File: src/hdl/wma_pkg.sv
// Shared constants and types of the weighted moving average block.
package wma_pkg;

	localparam int CHANNEL_W = 2;
	localparam int SAMPLE_W = 16;
	localparam int WINDOW_W = 8;

	localparam int DEF_CHANNELS = 3;
	localparam int DEF_MAX_WINDOW = 255;
	localparam logic [WINDOW_W-1:0] WINDOW_RESET = 8'd25;

	typedef enum logic [2:0] {
		ST_CLEAR,
		ST_IDLE,
		ST_ISSUE,
		ST_DRAIN,
		ST_DIV,
		ST_FIN
	} wma_state_t;

endpackage

File: src/hdl/wma_div.sv
// Restoring divider, one quotient bit per cycle, for a quotient known to fit SAMPLE_W bits.
module wma_div #(
	parameter int DSR_W = 16
) (
	input  logic                                        clk,
	input  logic                                        arst_n,
	input  logic                                        start,
	input  logic [DSR_W+wma_pkg::SAMPLE_W-1:0]          dividend,
	input  logic [DSR_W-1:0]                            divisor,
	output logic                                        done,
	output logic [wma_pkg::SAMPLE_W-1:0]                quotient
);
	import wma_pkg::*;

	localparam int Q_W = SAMPLE_W;
	localparam int DVD_W = DSR_W + Q_W;
	localparam int CNT_W = $clog2(Q_W + 1);

	logic               busy_q;
	logic [CNT_W-1:0]   cnt_q;
	logic [DSR_W-1:0]   rem_q;
	logic [DSR_W-1:0]   dsr_q;
	logic [Q_W-1:0]     lo_q;
	logic [DSR_W:0]     trial;
	logic [DSR_W:0]     diff;
	logic               fits;

	// The remainder stays below the divisor, so one extra bit holds the trial value.
	assign trial = {rem_q, lo_q[Q_W-1]};
	assign diff = trial - {1'b0, dsr_q};
	assign fits = (trial >= {1'b0, dsr_q});

	assign done = busy_q && (cnt_q == CNT_W'(1));
	assign quotient = lo_q;

	always_ff @(posedge clk or negedge arst_n) begin
		if (!arst_n) begin
			busy_q <= 1'b0;
			cnt_q <= '0;
		end else if (start) begin
			busy_q <= 1'b1;
			cnt_q <= CNT_W'(Q_W);
		end else if (busy_q) begin
			cnt_q <= cnt_q - CNT_W'(1);
			if (cnt_q == CNT_W'(1)) begin
				busy_q <= 1'b0;
			end
		end
	end

	always_ff @(posedge clk) begin
		if (start) begin
			rem_q <= dividend[DVD_W-1:Q_W];
			lo_q <= dividend[Q_W-1:0];
			dsr_q <= divisor;
		end else if (busy_q) begin
			rem_q <= fits ? diff[DSR_W-1:0] : trial[DSR_W-1:0];
			lo_q <= {lo_q[Q_W-2:0], fits};
		end
	end

endmodule

File: config.mk
export PLATFORM = sky130hd
export DESIGN_NAME = wma_div
export DESIGN_NICKNAME = d
export VERILOG_FILES = /design/src/hdl/wma_pkg.sv /design/src/hdl/wma_div.sv
export SDC_FILE = /design/constraint.sdc
export NUM_CORES = 1
export LEC_CHECK = 0
export BUFFER_PORTS_ARGS = -buffer_cell sky130_fd_sc_hd__buf_2
export CORE_MARGIN = 10
export CORE_UTILIZATION = 61
export CTS_BUF_LIST = sky130_fd_sc_hd__clkbuf_8
export DETAILED_ROUTE_END_ITERATION = 8
export GPL_TIMING_DRIVEN = 0
export PLACE_DENSITY = 0.88
export SLEW_MARGIN = 20
export SYNTH_ARGS = -nofsm -noshare
export SYNTH_HDL_FRONTEND = slang
export SYNTH_SLANG_ARGS = --single-unit
File: constraint.sdc
create_clock -name clk -period 3.8 [get_ports clk]
set_input_delay 0.19 -clock clk [delete_from_list [all_inputs] [get_ports clk]]
set_output_delay 0.19 -clock clk [all_outputs]
set_load 0.05 [all_outputs]
# Word-level counts from Yosys, hierarchy flattened
# Index checks and enable logic that the tools add are counted.
[word_totals]
reg_bits = 54
input_bits = 51
output_inout_bits = 17
[classes]
n_addsub = 2
magnitude_cmp = 1
eq_ne = 1
mux = 10
reduce_logical = 2
[op_table]
columns = ["operator", "count"]
rows = [
  ["two-way mux 16 bit", 5],
  ["greater-or-equal comparator 17 x 16 -> 1 bit", 1],
  ["subtractor 16 bit", 1],
  ["two-way mux 5 bit", 2],
  ["== test 5 x 1 -> 1 bit (second input constant)", 1],
  ["subtractor 5 x 1 -> 5 bit (second input constant)", 1],
  ["two-way mux 1 bit", 3],
  ["nonzero test 2 bit", 1],
  ["logical AND 1 bit", 1],
]

# Longest topological paths before layout
[depth]
depth_word = 4
depth_mapped = 11
mapped_depth_nobuf = 11

# Worst setup path after synthesis
# OpenSTA, ideal clock, no wires.
[synth_path]
path_kind = "register -> register"
from = "reg lo_q[15], in the netlist quotient[15]"
to = "reg rem_q[12] (data pin)"
arrival_ps = 2624
t_required_ps = 3540
slack_ps = 916
path_stages_with_launch = 12
cell_sequence = "edfxtp_1 inv_1 ha_1 inv_1 fa_1 a21o_1 a31oi_2 o22ai_2 o41ai_4 xnor2_1 mux2_2 mux2_2"
[synth_via]
elab_chain_cells = 4
elab_cells_between_ends = 5
classes_between = "add/sub (1); order compare (1); mux (3)"
[synth_rtl]
columns = ["element", "line_no", "text"]
rows = [
  ["start: declaration", "wma_div.sv:23", "logic [Q_W-1:0] lo_q;"],
  ["start signal: assignment", "wma_div.sv:54", "lo_q <= dividend[Q_W-1:0];"],
  ["start signal: assignment", "wma_div.sv:58", "lo_q <= {lo_q[Q_W-2:0], fits};"],
  ["subtractor 16 bit / greater-or-equal comparator 17 x 16 -> 1 bit (equally long branches)", "wma_div.sv:30, wma_div.sv:31", ""],
  ["two-way mux 16 bit *", "wma_div.sv:57", "rem_q <= fits ? diff[DSR_W-1:0] : trial[DSR_W-1:0];"],
  ["two-way mux 16 bit *", "wma_div.sv:56", "end else if (busy_q) begin"],
  ["two-way mux 16 bit *", "wma_div.sv:52", "if (start) begin"],
  ["end signal: assignment", "wma_div.sv:53", "rem_q <= dividend[DVD_W-1:Q_W];"],
  ["end signal: assignment", "wma_div.sv:57", ""],
  ["end: declaration", "wma_div.sv:21", "logic [DSR_W-1:0] rem_q;"],
]
# Mark *: on every way between the ends. The rest lies on a longest branch, timed or not. The select of a mux whose other input is x is not followed.
# A chain may end at the register's enable or synchronous reset.

# Final worst setup path
[layout_path]
from = "reg rem_q[2]"
to = "reg rem_q[6] (data pin)"
[layout_via]
elab_chain_cells = 4
elab_cells_between_ends = 5
classes_between = "add/sub (1); order compare (1); mux (3)"
[layout_rtl]
columns = ["element", "line_no"]
rows = [
  ["subtractor 16 bit / greater-or-equal comparator 17 x 16 -> 1 bit (equally long branches)", "wma_div.sv:30, wma_div.sv:31"],
  ["two-way mux 16 bit *", "wma_div.sv:57"],
  ["two-way mux 16 bit *", "wma_div.sv:56"],
  ["two-way mux 16 bit *", "wma_div.sv:52"],
]
# Marks and branches as above.

==> flow_summary.json <==
{
  "status": "completed",
  "dpl-instance-area_mm2": 0.00355,
  "hold_viol_final": 0,
  "dieWidth_um": 91.6,
  "ys_types": 46,
  "worst_pin_slew_ns": 0.784,
  "ir_drop_mv": 0.461,
  "cts_setup_buffers": 0,
  "rsz0062_at_grt": "false",
  "critical_path_class": "reg2reg",
  "ant_nets": 0,
  "antennaDiodeCount": 0,
  "synth-seq-cells": 54,
  "cp_max_fo": 10,
  "vias_per_cell": 5.62,
  "drc_errors": 0,
  "ys_warn_count": 0,
  "drt_iter0_markers": 227,
  "clock_sinks": 54,
  "io_pins": 68,
  "grt_pass1_vias": 2494,
  "crit_required_ns": 3.85,
  "drive_gt1_share_pct": 31.3,
  "rows": 26,
  "hpwl_um": 5360,
  "avgSynthCellArea_um2": 11.6,
  "hold_path.class": "in2reg",
  "cp-startpoint": "rem_q[2]",
  "p_leak_nw": 1.62,
  "ctsHtreeMaxLevel": 2,
  "r2r_start": "rem_q[2]",
  "fillers": 340,
  "numCtsBuffers": 5,
  "synth_fp_nets": 339,
  "skew_ns": 0.0105,
  "port_buffers": 67,
  "drt_pass1_iterations": 4,
  "yosysSeqAreaShare_pct": 50.9,
  "fmax_mhz": 342,
  "cp.arrival_ns": 2.97,
  "fin_nets": 414,
  "crit_end": "rem_q[6]",
  "cts_buffer_depth": 2,
  "end_kind": "flop",
  "area_delta_synth_final_pct": 17.4,
  "setup-violations-final": 0,
  "crit_path_start_kind": "flop",
  "grt_overflow": 0,
  "wire_per_inst_um": 17.4,
  "slew_violations": 0,
  "r2r-end": "rem_q[6]",
  "ff2ff_setup_slack_ns": 0.88,
  "design_area_mm2": 0.00367,
  "grt_max_degree": 33,
  "synth_ff_type": "edfxtp_1",
  "min_period_over_period_pct": 76.9,
  "syn_inst": 269,
  "antenna_found_initial": 0,
  "initial_core_util_pct": 62.1,
  "tns_ns": 0,
  "synth_edf_count": 48,
  "wirelength_um": 7220,
  "worstSkewPairLatency_ns": 0.32,
  "die_height_um": 91.6,
  "grt_pass1_wl_um": 11600,
  "power_density_mw_per_mm2": 784,
  "route.vias.total": 2333,
  "clk_pin_slew_ns": 0.11,
  "dieArea_mm2": 0.00840,
  "gp_congestion": 0.895,
  "clock-root-buffer": "clkbuf_8",
  "async_flop_share_pct": 11.1,
  "coreArea_mm2": 0.00504,
  "rr_worst_depth": 8,
  "fin_crit_ns": 2.92,
  "gr-usage-all-layers_pct": 17.2,
  "maxCapViolations": 0,
  "tritoncts": "built",
  "synth_area_mm2": 0.00313,
  "slew_headroom_pct": 47.8
}
## Yosys cell counts (4+ instances only)
cell type | n | share of area, %
dfrtp_1 | 6 | 4.8
buf_2 | 4 | 0.64
nor2_1 | 15 | 1.8
a21oi_1 | 12 | 1.9
xnor2_1 | 15 | 4.2
edfxtp_1 | 48 | 46
mux2_2 | 20 | 7.2
mux2i_1 | 8 | 2.6
nand2_1 | 21 | 2.5
clkbuf_1 | 7 | 0.84
o21ai_0 | 5 | 0.80
o21ai_1 | 13 | 2.1
ha_1 | 18 | 7.2
a21o_1 | 4 | 0.96
inv_1 | 24 | 2.9
## metrics by stage
| stage | cells | utilization [%] | power [mW] | hold slack [ns] | setup WS [ns] |
|---|---|---|---|---|---|
| CTS | 415 | 72.9 | 2.88 | 0.0338 | 0.862 |
| global placement | 406 | 70.4 | 2.40 | 0.0195 | 0.965 |
| global route | 415 | 72.9 | 3.07 | 0.0302 | 0.675 |
| finish | 415 | 72.9 | 2.88 | 0.0349 | 0.879 |
| floorplan | 269 | - | 2.15 | -0.106 | 0.916 |
| detailed placement | 406 | 70.4 | 2.46 | 0.0236 | 0.907 |
## how the worst min path moves through the flow
stage,slack (ns),startpoint,to,cells past startpoint
after floorplan,-0.11,arst_n,busy_q,0
after global placement,0.02,arst_n,busy_q,1
after detailed placement,0.02,arst_n,cnt_q[1],1
after CTS,0.03,divisor[4],dsr_q[4],1
after global routing,0.03,divisor[5],dsr_q[5],1
final,0.03,divisor[4],dsr_q[4],1
## worst max-delay path, stage by stage (launching register included)
cell	delay [ns]
edfxtp_1	0.41
ha_1	0.42
o211ai_1	0.12
a21oi_1	0.23
a211oi_2	0.15
a21oi_2	0.52
buf_2	0.38
mux2i_1	0.31
o21ai_1	0.10
## metal layers
layer	track usage, %	vias to the layer above	part of all wire [%]
met5	0	-	0
met4	5.61	0	0.90
met3	6.03	7	9.2
met2	30.0	94	50
met1	19.0	1099	39
li1	-	1133	-
## cell families after synthesis
group                    count (synthesis)  share of synthesized area [%]
multiplexers                            29                           10.1
XOR/XNOR                                18                           5.04
adder cells (fa/ha/maj)                 19                           7.84
flip-flops                              54                           50.9
buffers and inverters                   36                           4.72
AO/OA/AOI/OAI                           59                           13.4
AND/OR/NAND/NOR                         54                           8.00
## power breakdown
group / leakage, nW / switching [mW] / internal (mW) / total (mW)
Combinational: 0.988 / 0.878 / 0.654 / 1.53
Sequential: 0.569 / 0.0988 / 0.849 / 0.948
Clock: 0.0585 / 0.203 / 0.198 / 0.401
Total: 1.62 / 1.18 / 1.70 / 2.88
## final cells by class
type / instances / area (µm²) / share of cell area [%]
plain buffers: 12 / 57.6 / 1.57
clock buffers: 5 / 68.8 / 1.87
clock inverters: 3 / 43.8 / 1.19
inverters: 24 / 90.1 / 2.45
multi-input cells: 179 / 1390 / 37.8
flip-flops and latches: 54 / 1590 / 43.3
well taps: 70 / 87.6 / 2.38
repair buffers: 68 / 345 / 9.40
## repair_timing
| action | in CTS | in global routing |
|---|---|---|
| endpoints found under the hold margin | 6 | 0 |
| hold buffers | 1 | 0 |
| gates resized for setup | 0 | 0 |
## sequential cells by signal (all words and copies together), names as in the netlist
signal	count
dsr_q	16
rem_q	16
quotient	16
cnt_q	5
busy_q	1
## layout by cell type, fill, tap and decap left out, drive strengths merged, types with 2 or more instances in the layout
cell type,instances
o221ai,2
nor3,2
or2,2
nand2,21
mux2i,8
inv,25
xor2,3
o211ai,3
a221o,3
ha,18
nand3,2
mux2,21
a21oi,13
nand4,2
dfrtp,6
nor2,15
clkbuf,12
nor2b,2
buf,72
a21o,4
xnor2,15
edfxtp,48
a211oi,2
nand2b,3
a31oi,4
o21ai,18
nor3b,3
No activity file was read; power rests on OpenSTA's default activity.
